**config.mk**
```make
export PLATFORM = sky130hd
export DESIGN_NAME = midpoint_ellipse_rasterizer
export DESIGN_NICKNAME = d
export VERILOG_FILES = /design/src/rtl/core/mer_pkg.sv /design/src/rtl/core/mer_front.sv /design/src/rtl/core/mer_back.sv /design/src/rtl/core/midpoint_ellipse_rasterizer.sv
export SDC_FILE = /design/constraint.sdc
export NUM_CORES = 2
export LEC_CHECK = 0
export BUFFER_PORTS_ARGS = -buffer_cell sky130_fd_sc_hd__buf_2
export CAP_MARGIN = 5
export CORE_MARGIN = 2
export CORE_UTILIZATION = 35
export DETAILED_ROUTE_END_ITERATION = 7
export SYNTH_ARGS = -nofsm -noshare
export SYNTH_HDL_FRONTEND = slang
export SYNTH_SLANG_ARGS = --single-unit
```
**constraint.sdc**
```tcl
create_clock -name clk -period 23.7 [get_ports clk]
set_clock_uncertainty 0.05 [all_clocks]
set_input_delay 2.37 -clock clk [delete_from_list [all_inputs] [get_ports clk]]
set_output_delay 2.37 -clock clk [all_outputs]
set_load 0.01 [all_outputs]
```
**src/rtl/core/mer_pkg.sv**
```systemverilog
// ----------------------------------------------------------------------------
// mer_pkg
// Shared types and fixed widths of the midpoint ellipse rasterizer.
// ----------------------------------------------------------------------------
package mer_pkg;

  localparam int CFG_W       = 10;  // configuration register width
  localparam int RSQ_W       = 20;  // squared radius width
  localparam int DEC_W       = 48;  // decision variable width
  localparam int PIX_W       = 12;  // pixel coordinate width
  localparam int QUEUE_DEPTH = 2;   // items held between front and back

  typedef logic [DEC_W-1:0] dec_t;
  typedef logic [PIX_W-1:0] pix_t;

  typedef struct packed {
    logic [CFG_W-1:0] center_x;
    logic [CFG_W-1:0] center_y;
    logic [CFG_W-1:0] radius_x;
    logic [CFG_W-1:0] radius_y;
  } cfg_t;

  // head of the item queue as seen by the back end
  typedef struct packed {
    logic valid;
    logic restart;
  } qhead_t;

endpackage

```
**src/rtl/core/mer_front.sv**
```systemverilog
// ----------------------------------------------------------------------------
// mer_front
// Accepts input beats and holds them in a short queue for the walker.
// ----------------------------------------------------------------------------
module mer_front import mer_pkg::*; (
  input  logic   clk,
  input  logic   rst,
  input  logic   in_valid,
  output logic   in_stall,
  input  logic   restart,
  input  logic   pop,
  output qhead_t head
);

  localparam int PTR_W = (QUEUE_DEPTH > 1) ? $clog2(QUEUE_DEPTH) : 1;
  localparam int CNT_W = $clog2(QUEUE_DEPTH + 1);

  logic             entry [QUEUE_DEPTH];
  logic [PTR_W-1:0] wr_ptr;
  logic [PTR_W-1:0] rd_ptr;
  logic [CNT_W-1:0] count;
  logic             push;
  logic             pull;

  assign in_stall     = (count == CNT_W'(QUEUE_DEPTH));
  assign push         = in_valid && !in_stall;
  assign head.valid   = (count != '0);
  assign head.restart = entry[rd_ptr];
  assign pull         = pop && head.valid;

  function automatic logic [PTR_W-1:0] ptr_inc(input logic [PTR_W-1:0] p);
    ptr_inc = (p == PTR_W'(QUEUE_DEPTH - 1)) ? '0 : p + 1'b1;
  endfunction

  always_ff @(posedge clk) begin
    if (push) begin
      entry[wr_ptr] <= restart;
    end
  end

  always_ff @(posedge clk) begin
    if (rst) begin
      wr_ptr <= '0;
      rd_ptr <= '0;
      count  <= '0;
    end else begin
      if (push) begin
        wr_ptr <= ptr_inc(wr_ptr);
      end
      if (pull) begin
        rd_ptr <= ptr_inc(rd_ptr);
      end
      if (push && !pull) begin
        count <= count + 1'b1;
      end else if (pull && !push) begin
        count <= count - 1'b1;
      end
    end
  end

endmodule

```
**src/rtl/core/mer_back.sv**
```systemverilog
// ----------------------------------------------------------------------------
// mer_back
// Walker: emits the four symmetric pixels of a point, then advances the
// midpoint decision variable through a shared multiplier sequence.
// ----------------------------------------------------------------------------
module mer_back import mer_pkg::*; #(
  parameter int COORD_BITS = 10
) (
  input  logic                    clk,
  input  logic                    rst,
  input  cfg_t                    cfg,
  input  qhead_t                  head,
  output logic                    pop,
  output logic                    out_valid,
  input  logic                    out_stall,
  output logic signed [PIX_W-1:0] pixel_x,
  output logic signed [PIX_W-1:0] pixel_y,
  output logic                    final_point,
  output logic                    last_of_run
);

  localparam int CW   = COORD_BITS;
  localparam int MB_W = (2 * CW > RSQ_W) ? 2 * CW : RSQ_W;
  localparam int PR_W = RSQ_W + MB_W;

  localparam logic [3:0] ST_IDLE  = 4'd0;
  localparam logic [3:0] ST_START = 4'd1;
  localparam logic [3:0] ST_INIT  = 4'd2;
  localparam logic [3:0] ST_EMIT  = 4'd3;
  localparam logic [3:0] ST_MX    = 4'd4;
  localparam logic [3:0] ST_MY    = 4'd5;
  localparam logic [3:0] ST_CMP   = 4'd6;
  localparam logic [3:0] ST_UPD1  = 4'd7;
  localparam logic [3:0] ST_SQX   = 4'd8;
  localparam logic [3:0] ST_MSX   = 4'd9;
  localparam logic [3:0] ST_ACC1  = 4'd10;
  localparam logic [3:0] ST_MSY   = 4'd11;
  localparam logic [3:0] ST_ACC2  = 4'd12;
  localparam logic [3:0] ST_ACC3  = 4'd13;
  localparam logic [3:0] ST_R2    = 4'd14;
  localparam logic [3:0] ST_UPD2  = 4'd15;

  localparam logic [1:0] BEAT_LAST = 2'd3;

  logic [3:0]       state;
  logic [CW-1:0]    x_pos;
  logic [CW-1:0]    y_pos;
  dec_t             decision;
  logic             region_two;
  logic             finished;
  logic [1:0]       beat;
  logic             step_flag;
  dec_t             ta;
  dec_t             tb;
  dec_t             prod;
  logic [RSQ_W-1:0] rx2;
  logic [RSQ_W-1:0] ry2;

  logic [RSQ_W-1:0] mul_a;
  logic [MB_W-1:0]  mul_b;
  logic [PR_W-1:0]  mul_full;
  logic [CW-1:0]    y_less;
  logic             x_max;
  dec_t             rx2_d;
  dec_t             ry2_d;
  logic             dec_pos;
  logic             emit_load;
  pix_t             cx_pix;
  pix_t             cy_pix;
  pix_t             x_pix;
  pix_t             y_pix;

  assign y_less    = y_pos - 1'b1;
  assign x_max     = &x_pos;
  assign rx2_d     = DEC_W'(rx2);
  assign ry2_d     = DEC_W'(ry2);
  assign dec_pos   = !decision[DEC_W-1] && (decision != '0);
  assign pop       = (state == ST_IDLE);
  assign emit_load = (state == ST_EMIT) && (!out_valid || !out_stall);
  assign cx_pix    = PIX_W'(cfg.center_x);
  assign cy_pix    = PIX_W'(cfg.center_y);
  assign x_pix     = PIX_W'(x_pos);
  assign y_pix     = PIX_W'(y_pos);

  always_comb begin
    mul_a = '0;
    mul_b = '0;
    unique case (state)
      ST_START: begin
        mul_a = rx2;
        mul_b = MB_W'(cfg.radius_y);
      end
      ST_MX: begin
        mul_a = ry2;
        mul_b = MB_W'(x_pos);
      end
      ST_MY: begin
        mul_a = rx2;
        mul_b = MB_W'(y_pos);
      end
      ST_SQX: begin
        mul_a = RSQ_W'(x_pos);
        mul_b = MB_W'(x_pos);
      end
      ST_MSX: begin
        mul_a = ry2;
        mul_b = MB_W'(prod[2*CW-1:0]);
      end
      ST_ACC1: begin
        mul_a = RSQ_W'(y_less);
        mul_b = MB_W'(y_less);
      end
      ST_MSY: begin
        mul_a = rx2;
        mul_b = MB_W'(prod[2*CW-1:0]);
      end
      ST_ACC2: begin
        mul_a = rx2;
        mul_b = MB_W'(ry2);
      end
      default: begin
        mul_a = '0;
        mul_b = '0;
      end
    endcase
  end

  assign mul_full = PR_W'(mul_a) * PR_W'(mul_b);

  always_ff @(posedge clk) begin
    rx2  <= RSQ_W'(cfg.radius_x) * RSQ_W'(cfg.radius_x);
    ry2  <= RSQ_W'(cfg.radius_y) * RSQ_W'(cfg.radius_y);
    prod <= DEC_W'(mul_full);
  end

  always_ff @(posedge clk) begin
    if (emit_load) begin
      pixel_x     <= beat[1] ? cx_pix - x_pix : cx_pix + x_pix;
      pixel_y     <= beat[0] ? cy_pix - y_pix : cy_pix + y_pix;
      final_point <= (y_pos == '0);
      last_of_run <= (beat == BEAT_LAST);
    end
  end

  always_ff @(posedge clk) begin
    if (rst) begin
      out_valid <= 1'b0;
    end else if (emit_load) begin
      out_valid <= 1'b1;
    end else if (!out_stall) begin
      out_valid <= 1'b0;
    end
  end

  always_ff @(posedge clk) begin
    if (rst) begin
      state      <= ST_IDLE;
      x_pos      <= '0;
      y_pos      <= '0;
      decision   <= '0;
      region_two <= 1'b0;
      finished   <= 1'b1;
      beat       <= '0;
      step_flag  <= 1'b0;
    end else begin
      unique case (state)
        ST_IDLE: begin
          if (head.valid) begin
            if (head.restart) begin
              state <= ST_START;
            end else if (!finished) begin
              state <= ST_EMIT;
            end
          end
        end
        ST_START: begin
          state <= ST_INIT;
        end
        ST_INIT: begin
          decision   <= (ry2_d << 2) - (prod << 2) + rx2_d;
          x_pos      <= '0;
          y_pos      <= CW'(cfg.radius_y);
          region_two <= 1'b0;
          finished   <= 1'b0;
          state      <= ST_EMIT;
        end
        ST_EMIT: begin
          if (emit_load) begin
            beat <= beat + 1'b1;
            if (beat == BEAT_LAST) begin
              if (y_pos == '0) begin
                finished <= 1'b1;
                state    <= ST_IDLE;
              end else begin
                state <= ST_MX;
              end
            end
          end
        end
        ST_MX: begin
          state <= ST_MY;
        end
        ST_MY: begin
          ta    <= prod;
          state <= ST_CMP;
        end
        ST_CMP: begin
          if (region_two) begin
            tb    <= prod;
            state <= ST_R2;
          end else if (ta < prod) begin
            if (!x_max) begin
              x_pos <= x_pos + 1'b1;
              ta    <= ta + ry2_d;
            end
            if (!decision[DEC_W-1]) begin
              y_pos <= y_less;
              tb    <= prod - rx2_d;
            end else begin
              tb <= prod;
            end
            step_flag <= !decision[DEC_W-1];
            state     <= ST_UPD1;
          end else begin
            region_two <= 1'b1;
            tb         <= prod;
            state      <= ST_SQX;
          end
        end
        ST_UPD1: begin
          decision <= decision + (ta << 3) + (ry2_d << 2) - (step_flag ? (tb << 3) : '0);
          state    <= ST_IDLE;
        end
        ST_SQX: begin
          state <= ST_MSX;
        end
        ST_MSX: begin
          state <= ST_ACC1;
        end
        ST_ACC1: begin
          decision <= (prod << 2) + (ta << 2) + ry2_d;
          state    <= ST_MSY;
        end
        ST_MSY: begin
          state <= ST_ACC2;
        end
        ST_ACC2: begin
          decision <= decision + (prod << 2);
          state    <= ST_ACC3;
        end
        ST_ACC3: begin
          decision <= decision - (prod << 2);
          state    <= ST_R2;
        end
        ST_R2: begin
          y_pos <= y_less;
          tb    <= tb - rx2_d;
          if (!dec_pos && !x_max) begin
            x_pos <= x_pos + 1'b1;
            ta    <= ta + ry2_d;
          end
          step_flag <= dec_pos;
          state     <= ST_UPD2;
        end
        ST_UPD2: begin
          if (step_flag) begin
            decision <= decision + (rx2_d << 2) - (tb << 3);
          end else begin
            decision <= decision + (ta << 3) - (tb << 3) + (rx2_d << 2);
          end
          state <= ST_IDLE;
        end
        default: begin
          state <= ST_IDLE;
        end
      endcase
    end
  end

endmodule

```
**src/rtl/core/midpoint_ellipse_rasterizer.sv**
```systemverilog
// ----------------------------------------------------------------------------
// midpoint_ellipse_rasterizer
// Midpoint ellipse walker with a queued input side and a sequenced back end.
//
// Set center_x, center_y, radius_x and radius_y through the write port
// (indexes 0 to 3) while the block is idle. Each input beat carries restart:
// 1 starts a new ellipse at (0, radius_y), 0 advances one point. While a walk
// is active, every item yields four output beats, the symmetric pixels of
// the current point, the fourth with last_of_run set; final_point marks the
// point with y equal to zero. After that point, advance items yield nothing.
// Input beats enter a two-entry queue, so in_stall rises only when it is full.
// After an advance item is accepted the first pixel is loaded in the EMIT
// state; a restart passes START and INIT first. Each point gives 4 output
// beats, then the decision update through one shared multiplier, one
// product per cycle.
// A stalled output holds its beat and the walker waits for it.
// Reset clears the configuration to zero, empties the queue and leaves the
// walk finished, so nothing is drawn until a restart.
// ----------------------------------------------------------------------------
module midpoint_ellipse_rasterizer import mer_pkg::*; #(
  parameter int COORD_BITS = 10
) (
  input  logic                    clk,
  input  logic                    rst,
  input  logic                    cfg_we,
  input  logic [1:0]              cfg_index,
  input  logic [CFG_W-1:0]        cfg_data,
  input  logic                    in_valid,
  output logic                    in_stall,
  input  logic                    restart,
  output logic                    out_valid,
  input  logic                    out_stall,
  output logic signed [PIX_W-1:0] pixel_x,
  output logic signed [PIX_W-1:0] pixel_y,
  output logic                    final_point,
  output logic                    last_of_run
);

  localparam logic [1:0] REG_CENTER_X = 2'd0;
  localparam logic [1:0] REG_CENTER_Y = 2'd1;
  localparam logic [1:0] REG_RADIUS_X = 2'd2;
  localparam logic [1:0] REG_RADIUS_Y = 2'd3;

  cfg_t       cfg;
  qhead_t     head;
  logic       pop;
  logic [1:0] beat_cnt;
  pix_t       cy_pix;

  always_ff @(posedge clk) begin
    if (rst) begin
      cfg <= '0;
    end else if (cfg_we) begin
      unique case (cfg_index)
        REG_CENTER_X: cfg.center_x <= cfg_data;
        REG_CENTER_Y: cfg.center_y <= cfg_data;
        REG_RADIUS_X: cfg.radius_x <= cfg_data;
        REG_RADIUS_Y: cfg.radius_y <= cfg_data;
        default:      cfg          <= cfg;
      endcase
    end
  end

  mer_front u_front (
    .clk      (clk),
    .rst      (rst),
    .in_valid (in_valid),
    .in_stall (in_stall),
    .restart  (restart),
    .pop      (pop),
    .head     (head)
  );

  mer_back #(
    .COORD_BITS (COORD_BITS)
  ) u_back (
    .clk         (clk),
    .rst         (rst),
    .cfg         (cfg),
    .head        (head),
    .pop         (pop),
    .out_valid   (out_valid),
    .out_stall   (out_stall),
    .pixel_x     (pixel_x),
    .pixel_y     (pixel_y),
    .final_point (final_point),
    .last_of_run (last_of_run)
  );

  // count delivered beats within a point
  always_ff @(posedge clk) begin
    if (rst) begin
      beat_cnt <= '0;
    end else if (out_valid && !out_stall) begin
      beat_cnt <= beat_cnt + 1'b1;
    end
  end

  assign cy_pix = PIX_W'(cfg.center_y);

  a_run_marks_fourth: assert property (@(posedge clk) disable iff (rst)
    (out_valid && !out_stall) |-> (last_of_run == (beat_cnt == 2'd3)))
    else $error("last_of_run out of step with beat count");

  a_final_on_axis: assert property (@(posedge clk) disable iff (rst)
    (out_valid && final_point) |-> (pixel_y == cy_pix))
    else $error("final point off the horizontal axis");

  a_reset_quiet: assert property (@(posedge clk)
    (!rst && $past(rst)) |-> !out_valid)
    else $error("output valid right after reset");

endmodule

```
==> results.yml <==
cts:
  clock_sinks: 322
  cts_buffers: 46
  path_clk_slew_ps: 60
  cts_buffer_depth: 3
  cts_tree: "yes"
  hold_buffers: 0
  ctsResizeCount: 0
  worstSkewPairLatency_ps: 680
  cts.htree.levels: 2
  cts_setup_buffers: 0
  root_buffer: "clkbuf_16"
drt:
  drc: 1
  wire_per_inst_um: 25.8
  first_iter_violations: 5184
  vias: 54627
  firstDrtPassIters: 8
  antenna_left: 0
  avgViaCountPerCell: 5.78
  wl_um: 244000
logic_synthesis:
  synth_area_um2: 58500
  yosysTopAreaCell: "ha_1"
  synthDistinctLibCells: 100
  synthTopCellsByArea: "ha_1, fa_1, dfxtp_1, edfxtp_1, xnor2_1"
  synth_edf_count: 121
  ys.flop_type: "dfxtp_1"
  yosysWarnings: 0
  synth_top_area_share_pct: 17.1
  synth-async-reset-ratio_pct: 0
  seq_area_frac_synth_pct: 13.1
  synthTopCellsByCount: "inv_1, ha_1, nand2_1"
  syn_inst: 7233
  synth-seq-cells: 322
  yosysMostFrequentCell: "inv_1"
  synth_area_per_cell_um2: 8.08
cells_and_area:
  regArea_um2: 7660
  drive_gt1_share_pct: 4.68
  final.fill_count: 17151
  area_growth_pct: 8.04
  final_util_pct: 38.0
  nNetsFinal: 8505
  multi_input_area_um2: 46700
  instances_no_fill: 9443
timing:
  hold_viol: 0
  setup_violations: 0
  worst_slack_ps: 12940
  drv_slew: 0
  fmax_ghz: 0.0930
  finalSetupTns_ps: 0
  slew_headroom_pct: 13.0
  worst_pin_slew_ps: 1300
  min_period_ps: 10760
  rsz0062_at_grt: "no"
  fin_crit_sh_pct: 45.4
global_routing:
  grt_pass1_wl_um: 356000
  antenna_found_initial: 7
  grt_max_degree: 49
  groute.usage.overall_pct: 28.1
  grt_pass1_vias: 54109
  overflow: 0
die:
  die_w_um: 413
  fp-row-count: 150
  die_h_um: 413
  core_area_um2: 166000
  io_pins: 46
  start_util_pct: 35.1
  die_area_um2: 170000
place:
  routabilityCongestion: 1.05
  dp.final_hpwl_um: 199000
  dp_cells: 9354
  pre_cts_ws_ps: 13090
  io_buffers: 45
flow_run:
  maxCapViolations: 0
critical_path:
  cp.arrival_ps: 11280
  crit_path_end_kind: "flop"
  cpMaxStageDelayCell: "a211oi_2"
  cp_max_fo: 20
  required_ps: 24220
  r2r-start: "u_back.state[2]$_SDFFE_PP0P_"
  critPathMaxStageDelay_ps: 1050
  worstReg2RegEnd: "u_back.prod[35]$_DFF_P_"
  startpoint_type: "flop"
  reg2reg_depth: 29
  worst_path_most_repeated_cell: "fa_1"
  crit_type: "flop to flop"
  r2r_setup_slack_ps: 12940
outcome:
  outcome: "finished, violations left"
  violations: "DRC"
hold_path:
  worstHoldPathCells: 2
  hold_path_startpoint: "cfg[23]$_SDFFE_PP0P_"
  hold_path_class: "flop to flop"
  hold_end: "cfg[23]$_SDFFE_PP0P_"
power:
  p_leak_nw: 29.5
  vdd_drop_max_uv: 57.6
  p_per_area_nw_per_um2: 72.6
## report_power, final
part           switching (mW)  leakage (nW)  internal, mW
sequential              0.107          2.75         0.620
clock                   0.338         0.822         0.451
combinational            1.94          25.9          1.14
## layer usage
metal  GRT usage [%]  routed length (µm)
met2            45.1              109000
met4            16.3               16500
met3            4.53               18700
met5               0                  32
met1            35.7               99900
## through the flow
step / hold WS, ps / total power, mW / instance area (µm²)
after floorplan: 333 / 2.77 / 58500
after global placement: 433 / 3.70 / 61500
after detailed placement: 437 / 3.71 / 61500
after CTS: 447 / 4.53 / 63200
after global routing: 471 / 4.87 / 63200
final: 447 / 4.59 / 63200
## worst max path at each step
stage,from,endpoint,slack [ps],cells after the start
after floorplan,rst,u_back.ta[0]$_DFFE_PP_,12800,2
after global placement,u_back.state[3]$_SDFFE_PP0P_,u_back.prod[35]$_DFF_P_,13350,32
after detailed placement,u_back.state[2]$_SDFFE_PP0P_,u_back.prod[35]$_DFF_P_,13090,32
after CTS,u_back.state[2]$_SDFFE_PP0P_,u_back.prod[35]$_DFF_P_,13030,32
after global routing,u_back.state[3]$_SDFFE_PP0P_,u_back.prod[35]$_DFF_P_,12300,35
final,u_back.state[2]$_SDFFE_PP0P_,u_back.prod[35]$_DFF_P_,12940,29
## cell type report
class	instances	area share [%]
Timing Repair Buffer	155	1.67
Clock buffer	61	2.12
Tap cell	2204	4.36
Inverter	884	5.25
Multi-Input combinational cell	5789	73.9
Sequential cell	322	12.1
Clock inverter	25	0.523
Antenna cell	3	0.0119
## sequential cells by signal (all words and copies together) (netlist names), 4 cells and up, named ones only
name and count:
cfg 40, u_back.decision 48, u_back.pixel_x 12, u_back.pixel_y 12, u_back.prod 40, u_back.rx2 19, u_back.ry2 19, u_back.state 4
u_back.ta 48, u_back.tb 45, u_back.x_pos 10, u_back.y_pos 10
## critical path, delay by kind of cell, from the launching register on
family	cells	cell delay, ps
adder cells (fa/ha/maj)	8	3880
AO/OA/AOI/OAI	12	4390
XOR/XNOR	1	140
flip-flops	1	730
buffers and inverters	5	270
AND/OR/NAND/NOR	3	1190
## cells in the final DEF (no fill, tap or decap), types with 67 or more instances in the layout
master	n
a211oi_1	79
a21o_1	227
a21oi_1	514
and2_1	91
buf_4	111
dfxtp_1	200
edfxtp_1	121
fa_1	492
ha_1	797
inv_1	883
nand2_1	733
nand3_1	112
nand4_1	68
nor2_1	586
nor2b_1	67
nor3_1	119
o21ai_0	347
o21bai_1	94
xnor2_1	403
xor2_1	167
## cells by family after synthesis
logic type / after synthesis / synth area share [%]
AO/OA/AOI/OAI: 1798 / 20.0
XOR/XNOR: 572 / 8.59
adder cells (fa/ha/maj): 1289 / 33.9
buffers and inverters: 1130 / 7.30
flip-flops: 322 / 13.1
multiplexers: 60 / 1.05
other: 2 / 0.0128
AND/OR/NAND/NOR: 2060 / 16.1
(Power assumes the default switching activity.)
